File: src/design/lfp_pkg.sv
// ----------------------------------------------------------------------------
// lfp_pkg
// Shared constants, codes and controller/datapath types for the line plotter.
// ----------------------------------------------------------------------------
package lfp_pkg;

	localparam int MAX_WIDTH_DEF   = 128;
	localparam int MAX_HEIGHT_DEF  = 64;
	localparam int STORE_DEPTH_DEF = 1024;
	localparam int COORD_BITS_DEF  = 10;

	localparam int PAGE_ROWS  = 8;
	localparam int PAGE_SHIFT = 3;

	localparam int FUNC_BITS       = 2;
	localparam int PEN_BITS        = 2;
	localparam int READ_INDEX_BITS = 10;
	localparam int DATA_BITS       = 8;
	localparam int CFG_INDEX_BITS  = 1;
	localparam int CFG_DATA_BITS   = 8;
	localparam int WIDTH_REG_BITS  = 8;
	localparam int HEIGHT_REG_BITS = 7;

	localparam logic [FUNC_BITS-1:0] FN_LINE  = 2'd0;
	localparam logic [FUNC_BITS-1:0] FN_CLEAR = 2'd1;
	localparam logic [FUNC_BITS-1:0] FN_READ  = 2'd2;

	localparam logic [PEN_BITS-1:0] PEN_CLEAR  = 2'd0;
	localparam logic [PEN_BITS-1:0] PEN_SET    = 2'd1;
	localparam logic [PEN_BITS-1:0] PEN_INVERT = 2'd2;

	localparam logic [CFG_INDEX_BITS-1:0] REG_SCREEN_WIDTH  = 1'd0;
	localparam logic [CFG_INDEX_BITS-1:0] REG_SCREEN_HEIGHT = 1'd1;

	localparam logic [WIDTH_REG_BITS-1:0]  SCREEN_WIDTH_RST  = 8'd128;
	localparam logic [HEIGHT_REG_BITS-1:0] SCREEN_HEIGHT_RST = 7'd64;

	typedef struct packed {
		logic load;
		logic init_step;
		logic line_rd;
		logic line_wr;
		logic clr_step;
		logic rd_issue;
		logic out_load;
	} ctl_t;

	typedef struct packed {
		logic init_last;
		logic cnt_zero;
		logic clr_last;
	} sts_t;

endpackage

File: src/design/lfp_ctrl.sv
// ----------------------------------------------------------------------------
// lfp_ctrl
// Sequencer: store clearing pass, command dispatch, line/clear/read walks and
// the result register handshake.
// ----------------------------------------------------------------------------
module lfp_ctrl (
	input  logic                           clk,
	input  logic                           arst_n,
	input  logic                           cmd_valid,
	output logic                           cmd_ready,
	input  logic [lfp_pkg::FUNC_BITS-1:0]  func,
	output logic                           rsp_valid,
	input  logic                           rsp_ready,
	output lfp_pkg::ctl_t                  ctl,
	input  lfp_pkg::sts_t                  sts
);
	import lfp_pkg::*;

	typedef enum logic [6:0] {
		S_INIT    = 7'b0000001,
		S_IDLE    = 7'b0000010,
		S_LINE_RD = 7'b0000100,
		S_LINE_WR = 7'b0001000,
		S_CLEAR   = 7'b0010000,
		S_READ    = 7'b0100000,
		S_DONE    = 7'b1000000
	} state_t;

	state_t state_q, state_d;
	logic   rsp_valid_q;

	always_comb begin
		state_d   = state_q;
		ctl       = '0;
		cmd_ready = 1'b0;
		case (state_q)
			S_INIT: begin
				ctl.init_step = 1'b1;
				if (sts.init_last) state_d = S_IDLE;
			end
			S_IDLE: begin
				cmd_ready = 1'b1;
				if (cmd_valid) begin
					ctl.load = 1'b1;
					case (func)
						FN_LINE:  state_d = S_LINE_RD;
						FN_CLEAR: state_d = S_CLEAR;
						FN_READ:  state_d = S_READ;
						default:  state_d = S_DONE;
					endcase
				end
			end
			S_LINE_RD: begin
				ctl.line_rd = 1'b1;
				state_d     = S_LINE_WR;
			end
			S_LINE_WR: begin
				ctl.line_wr = 1'b1;
				state_d     = sts.cnt_zero ? S_DONE : S_LINE_RD;
			end
			S_CLEAR: begin
				ctl.clr_step = 1'b1;
				if (sts.clr_last) state_d = S_DONE;
			end
			S_READ: begin
				ctl.rd_issue = 1'b1;
				state_d      = S_DONE;
			end
			S_DONE: begin
				if (!rsp_valid_q || rsp_ready) begin
					ctl.out_load = 1'b1;
					state_d      = S_IDLE;
				end
			end
			default: state_d = S_INIT;
		endcase
	end

	always_ff @(posedge clk or negedge arst_n) begin
		if (!arst_n) begin
			state_q     <= S_INIT;
			rsp_valid_q <= 1'b0;
		end else begin
			state_q <= state_d;
			if (ctl.out_load) begin
				rsp_valid_q <= 1'b1;
			end else if (rsp_ready) begin
				rsp_valid_q <= 1'b0;
			end
		end
	end

	assign rsp_valid = rsp_valid_q;

	a_busy_after_accept: assert property (@(posedge clk) disable iff (!arst_n)
		(cmd_valid && cmd_ready) |=> !cmd_ready)
		else $error("command accepted while busy");

	a_no_write_idle: assert property (@(posedge clk) disable iff (!arst_n)
		(state_q == S_IDLE) |-> !(ctl.init_step || ctl.clr_step || ctl.line_wr))
		else $error("store write while idle");

	a_rsp_from_done: assert property (@(posedge clk) disable iff (!arst_n)
		$rose(rsp_valid_q) |-> $past(state_q == S_DONE))
		else $error("result raised outside completion");

	a_line_walk: assert property (@(posedge clk) disable iff (!arst_n)
		(state_q == S_LINE_WR) |=> (state_q == S_LINE_RD || state_q == S_DONE))
		else $error("line walk left its loop");

endmodule

File: config.mk
export PLATFORM = sky130hd
export DESIGN_NAME = lfp_ctrl
export DESIGN_NICKNAME = d
export VERILOG_FILES = /design/src/design/lfp_pkg.sv /design/src/design/lfp_ctrl.sv
export SDC_FILE = /design/constraint.sdc
export NUM_CORES = 1
export LEC_CHECK = 0
export BUFFER_PORTS_ARGS = -buffer_cell sky130_fd_sc_hd__buf_2
export CORE_AREA = 2 2 39 41
export CTS_CLUSTER_SIZE = 40
export DETAILED_ROUTE_END_ITERATION = 8
export DIE_AREA = 0 0 41 43
export PLACE_DENSITY_LB_ADDON = 0.25
export SKIP_CTS_REPAIR_TIMING = 1
export SYNTH_ARGS = -nofsm -noshare
export SYNTH_HDL_FRONTEND = slang
export SYNTH_SLANG_ARGS = --single-unit
File: constraint.sdc
create_clock -name clk -period 2.1 [get_ports clk]
set_input_delay 0.42 -clock clk [delete_from_list [all_inputs] [get_ports clk]]
set_output_delay 0.42 -clock clk [all_outputs]
set_load 0.005 [all_outputs]
==> summary.txt, run 1 <==
Drt
  • Post-route DRC: 0
  • Vias per cell: 5.62
  • Drt pass-1 iters: 2
  • ANT nets after route: 0
  • Total Routed Length: 1280 um
  • Vias: 556
  • Initial DRC Count: 4
  • WL per Instance: 12.9 um

Critical path
  • R2r startpoint: state_q[6]
  • Reg2reg end: state_q[6]
  • Crit-path max FO: 6
  • CP Launch Point: state_q[6]
  • CP cell instances: nor4_4, nand3_2, inv_2, nand2_1, inv_1, buf_2
  • Setup Crit Path Kind: register to primary output
  • Critical path's slowest cell: dfrtp_1
  • Peak per-stage delay on the critical path: 480 ps
  • Startpoint types: register
  • Reg2reg path depth: 4
  • R2R setup slack: 640 ps
  • CP required: 1680 ps
  • WP data arrival: 1540 ps
  • CP Capture Type: primary output

Timing
  • Max Clock Skew: 4.93 ps
  • Fmax: 511 MHz
  • Setup TNS: 0 ps
  • Fin crit period: 1960 ps
  • Unrepaired setup endpoints after global routing: false
  • Endpoints failing hold: 0
  • Final Cycle Share: 93.1%
  • Slew headroom: 75.5%
  • Worst Tran Pin Value: 368 ps
  • Final setup fails: 0
  • Slew Viols, Final: 0

Global route
  • GRT Util Overall: 18.1%
  • Grt ovf: 0
  • Pin count of the biggest net entering global routing: 12
  • Number of global-route vias before repair: 520
  • First-pass GRT wire length: 2160 um
  • Initial antenna violation count: 0

Power and ir drop
  • P_leak: 0.343 nW
  • Sw frac: 39.3%
  • Sequential Power Share: 38.7%
  • Int Pwr: 0.407 mW
  • Net switching power figure: 0.264 mW
  • Logic gate share of total power: 42.3%
  • Clk pwr share: 19.0%
  • Power density cells: 960 nW/um^2
  • Peak VDD IR: 590 uV

Placement
  • Number of port buffers: 17
  • Post-DP Area: 654 sq um
  • Post-DP HPWL: 972 um
  • Final Wtd Congestion: 0.795

Logic synthesis
  • Syn Inst Count: 64
  • Synth top area cells: dfrtp_1, nor3b_1, dfstp_2
  • Synthesized area: 562 sq um
  • Yosys warns: 0
  • Yosys cell types: 32
  • Net Count, Synth: 73
  • Yosys top cell by area: dfrtp_1
  • Post-synth top area share: 31.2%
  • Sequential-to-total area share from yosys stat: 35.9%
  • Avg Inst Size Synth: 8.78 sq um
  • Register bit total from synthesis: 8

Layout
  • Layout area overhead: 24.5%
  • Share of layout cells above drive strength 1: 34.9%
  • Final instance area: 699 sq um
  • # diodes: 0
  • Most frequent cells in the layout: buf_2, dfrtp_1, nor3b_1
  • Most common cell after layout, fill and taps aside: buf_2
  • Nets: 93

Floorplanning
  • Die Area: 1760 sq um
  • Die height: 43 um
  • Initial core utilization: 40.6%
  • Core Box Area: 1380 sq um
  • Site Rows: 14
  • Die W: 41 um
  • # IOs: 18

Min path
  • Hold path start: func[0]
  • WHS Endpoint: state_q[5]
  • Hold Path Cell Cnt: 2
  • Hold Path Class: input port to register

CTS
  • CTS tree: yes
  • Total CTS buffers: 3
  • CTS root buffer: clkbuf_4
  • Clock slew seen by the registers of the worst setup and hold paths: 60 ps
  • Worst skew pair latency: 260 ps
  • TritonCTS sink count: 8
  • Clock Tree Buf Depth: 2
  • Level count of the clock H-tree: 1

Run
  • Max-Cap Viols: 0

Outcome
  • Status: completed
==> logic make-up after synthesis <==
group | count (synthesis) | synth area share [%]
DFF | 8 | 35.9
xor gates and xnor gates | 3 | 4.68
buffers and inverters | 7 | 5.57
and+or+nand+nor | 35 | 39.9
AOI/OAI and AO/OA | 11 | 14.0
==> per-stage QoR <==
step / utilization [%] / worst slack [ps] / hold slack [ps] / cells / total power, mW
5_1_grt: 50.5 / 16.6 / 363 / 99 / 0.732
3_5_place_dp: 47.3 / 420 / 270 / 94 / 0.530
6_report: 50.5 / 144 / 373 / 99 / 0.671
2_1_floorplan: - / 590 / 124 / 64 / 0.447
3_3_place_gp: 47.3 / 408 / 269 / 94 / 0.533
4_1_cts: 49.2 / 125 / -9.26 / 98 / 0.662
==> Yosys cell counts (all sizes together) <==
library cell / number
and3: 1
and3b: 1
buf: 3
clkbuf: 1
dfrtp: 7
dfstp: 1
inv: 3
nand2: 5
nand2b: 1
nand3: 5
nand3b: 1
nand4: 2
nand4b: 1
nor2: 5
nor2b: 2
nor3: 3
nor3b: 6
nor4: 2
o2111ai: 1
o211ai: 2
o21ai: 4
o22a: 1
o22ai: 1
o311ai: 1
o32a: 1
xnor2: 1
xor2: 2
==> layer usage <==
| metal | vias up | part of all wire, % | wire [um] | GRT usage, % |
|---|---|---|---|---|
| li1 | 276 | - | - | - |
| met1 | 267 | 47 | 604 | 23.1 |
| met2 | 13 | 47 | 595 | 27.5 |
| met3 | 0 | 6.3 | 80 | 9.42 |
| met4 | 0 | 0 | 0 | 2.00 |
| met5 | - | 0 | 0 | 0 |
==> cell type report <==
cell class                 count  area [sq um]
fill                         134           684
multi-input combinational     49           338
sequential                     8           201
timing repair buffer          19           103
clock buffer                   4          26.3
tap                           16          20.0
inverter                       3          11.3
==> how the worst max path moves through the flow <==
stage,endpoint,slack (ps),cells past startpoint
5_1_grt,ctl[6],20,6
4_1_cts,ctl[6],120,6
3_3_place_gp,ctl[4],410,4
6_report,ctl[6],140,6
2_1_floorplan,ctl[6],590,6
3_5_place_dp,ctl[6],420,6
==> power groups by stage <==
stage               sequential, mW  clock (mW)  combinational [mW]
floorplan                    0.232           0               0.216
global placement             0.254           0               0.279
detailed placement           0.253           0               0.277
CTS                          0.250       0.133               0.278
global route                 0.266       0.145               0.321
finish                       0.260       0.127               0.284
==> critical path: cells and delay by family (launching register included) <==
kind                   cells  cell delay [ps]
and+or+nand+nor            3              570
DFF                        1              480
buffers and inverters      3              230
==> state kept, by name, indices dropped and copies added, names as in the netlist <==
name       flops
rsp_valid      1
state_q        7
No activity file was read; power rests on OpenSTA's default activity.
==> run 2: changes to the inputs <==
--- a/config.mk
+++ b/config.mk
@@ -8,2 +8,3 @@
 export BUFFER_PORTS_ARGS = -buffer_cell sky130_fd_sc_hd__buf_2
+export CAP_MARGIN = 20
 export CORE_AREA = 2 2 39 41
==> constraint.sdc (replaced) <==
create_clock -name clk -period 2.1 [get_ports clk]
set_input_delay 0.21 -clock clk [delete_from_list [all_inputs] [get_ports clk]]
set_output_delay 0.21 -clock clk [all_outputs]
set_load 0.005 [all_outputs]
==> run 2 against run 1 <==
Total power down 1.1%. Via count down 1.1%. Critical endpoint is now ctl[2]. Worst setup slack better by 180 ps. Sequential power down 2%.
==> summary.txt, run 2 (synthesized netlist as in run 1, its figures left out) <==
Floorplanning
  • Site Rows: 14 (unchanged)
  • Core Box Area: 1380 sq um (unchanged)
  • Die height: 43 um (unchanged)
  • # IOs: 18 (unchanged)
  • Die Area: 1760 sq um (unchanged)
  • Initial core utilization: 40.6% (unchanged)
  • Die W: 41 um (unchanged)

Power and ir drop
  • Total power: 0.664 mW (-1.1%)
  • Power density cells: 972 nW/um^2 (+1.3%)
  • Peak VDD IR: 559 uV (-5.1%)
  • P_leak: 0.336 nW (-2.0%)

Placement
  • Post-DP HPWL: 1020 um (+4.7%)
  • DP Cell Count: 93 (-1.1%)
  • Post-DP Area: 647 sq um (-1.1%)
  • Number of port buffers: 17 (unchanged)
  • Pre-CTS WS: 615 ps (+195 ps)
  • Final Wtd Congestion: 0.784 (-1.5%)

Global route
  • Pin count of the biggest net entering global routing: 12 (unchanged)
  • First-pass GRT wire length: 2110 um (-2.2%)
  • GRT Util Overall: 17.4% (-0.67 points)
  • Initial antenna violation count: 0 (unchanged)
  • Number of global-route vias before repair: 481 (-7.5%)
  • Grt ovf: 0 (unchanged)

Layout
  • Most flop-heavy register: state_q
  • # diodes: 0 (unchanged)
  • Most common cell after layout, fill and taps aside: buf_2
  • Final instance area: 683 sq um (-2.3%)
  • Share of layout cells above drive strength 1: 32.9% (-2.0 points)
  • Layout area overhead: 21.6%
  • Most frequent cells in the layout: buf_2, dfrtp_1, nor3b_1
  • Max reg flops: 7 (unchanged)
  • Final std cells w/o fill: 98 (-1.0%)
  • Nets: 92 (-1.1%)

Critical path
  • Crit-path max FO: 10 (+4)
  • Critical path's slowest cell: dfrtp_1
  • R2R setup slack: 580 ps (-60 ps)
  • R2r startpoint: state_q[5]
  • CP cell instances: nor2_1, nand2_1, nor3b_1, buf_2
  • CP Capture Type: primary output
  • Reg2reg path depth: 4 (unchanged)
  • CP required: 1890 ps (+210 ps)
  • Startpoint types: register
  • CP Launch Point: state_q[3]
  • Crit path capture: ctl[2]
  • Setup Crit Path Kind: register to primary output
  • Reg2reg end: state_q[6]
  • Peak per-stage delay on the critical path: 510 ps (+30 ps)
  • WP data arrival: 1570 ps (+30 ps)

CTS
  • Clock slew seen by the registers of the worst setup and hold paths: 60 ps (about the same)
  • Total CTS buffers: 3 (unchanged)
  • TritonCTS sink count: 8 (unchanged)
  • CTS tree: yes
  • Clock Tree Buf Depth: 2 (unchanged)
  • Level count of the clock H-tree: 1 (unchanged)
  • CTS root buffer: clkbuf_4
  • Worst skew pair latency: 250 ps (about the same)

Drt
  • Initial DRC Count: 35 (+31)
  • Vias: 550 (-1.1%)
  • Post-route DRC: 0 (unchanged)
  • WL per Instance: 13.5 um (+4.7%)
  • Drt pass-1 iters: 4 (+2)
  • Total Routed Length: 1330 um (+3.6%)
  • ANT nets after route: 0 (unchanged)
  • Vias per cell: 5.61 (about the same)

Timing
  • Unrepaired setup endpoints after global routing: false
  • Fin crit period: 1780 ps (-177 ps)
  • Slew headroom: 73.7% (-1.8 points)
  • Worst Tran Pin Value: 394 ps (+26.4 ps)
  • Setup TNS: 0 ps (unchanged)
  • Final setup fails: 0 (unchanged)
  • Slew Viols, Final: 0 (unchanged)
  • Fmax: 562 MHz (+10%)
  • Endpoints failing hold: 0 (unchanged)
  • Max Clock Skew: 1.72 ps (-3.21 ps)
  • Worst Setup Slack, final: 321 ps (+177 ps)
  • Final Cycle Share: 84.7% (-8.4 points)

Run
  • Max-Cap Viols: 0 (unchanged)

Min path
  • Hold Path Class: input port to register

Outcome
  • Status: completed
[run 2: cell count changes in the layout (fill, tap and decap cells not counted)]
cell	delta
nor3_4	-1
nor2_2	-1
nor2_1	+1
nor3_2	+1
buf_4	-1
[run 2: worst min-delay path by stage]
| stage | startpoint | to | slack (ps) | cells past startpoint |
|---|---|---|---|---|
| 6_report | func[0] | state_q[5] | 160 | 2 |
| 3_3_place_gp | arst_n | state_q[2] | 60 | 1 |
| 3_5_place_dp | arst_n | state_q[1] | 60 | 1 |
| 5_1_grt | func[0] | state_q[5] | 160 | 2 |
| 2_1_floorplan | arst_n | rsp_valid | -90 | 0 |
| 4_1_cts | arst_n | state_q[2] | -210 | 1 |
[run 2: worst max-delay path: cells and delay by family (launching register included)]
family / cells / cell delay, ps
simple gates: 3 / 660
flops: 1 / 510
buf+inv: 1 / 140
[run 2: stage by stage]
stage / util, % / hold slack, ps
2_1_floorplan: - / -85.6
3_3_place_gp: 46.7 / 58.5
3_5_place_dp: 46.7 / 64.1
4_1_cts: 48.6 / -209
5_1_grt: 49.4 / 163
6_report: 49.4 / 160
[run 2: cell type report]
cell class	instances	area, sq um
clock buffer	4	26.3
fill	143	701
inverter	3	11.3
multi-input combinational	49	329
sequential	8	201
tap	16	20.0
timing repair buffer	18	95.1
[run 2: layer usage]
layer  up-vias  wire, um  track usage, %
met4         0         0            5.33
met3         0        75            4.71
li1        272         -               -
met5         -         0               0
met1       262       595            24.3
met2        16       653            25.6
[run 2: power by group]
group	switching (mW)	total, mW	internal (mW)
Clock	0.0572	0.130	0.0730
Combinational	0.145	0.280	0.135
Sequential	0.0635	0.254	0.190
Total	0.266	0.664	0.398
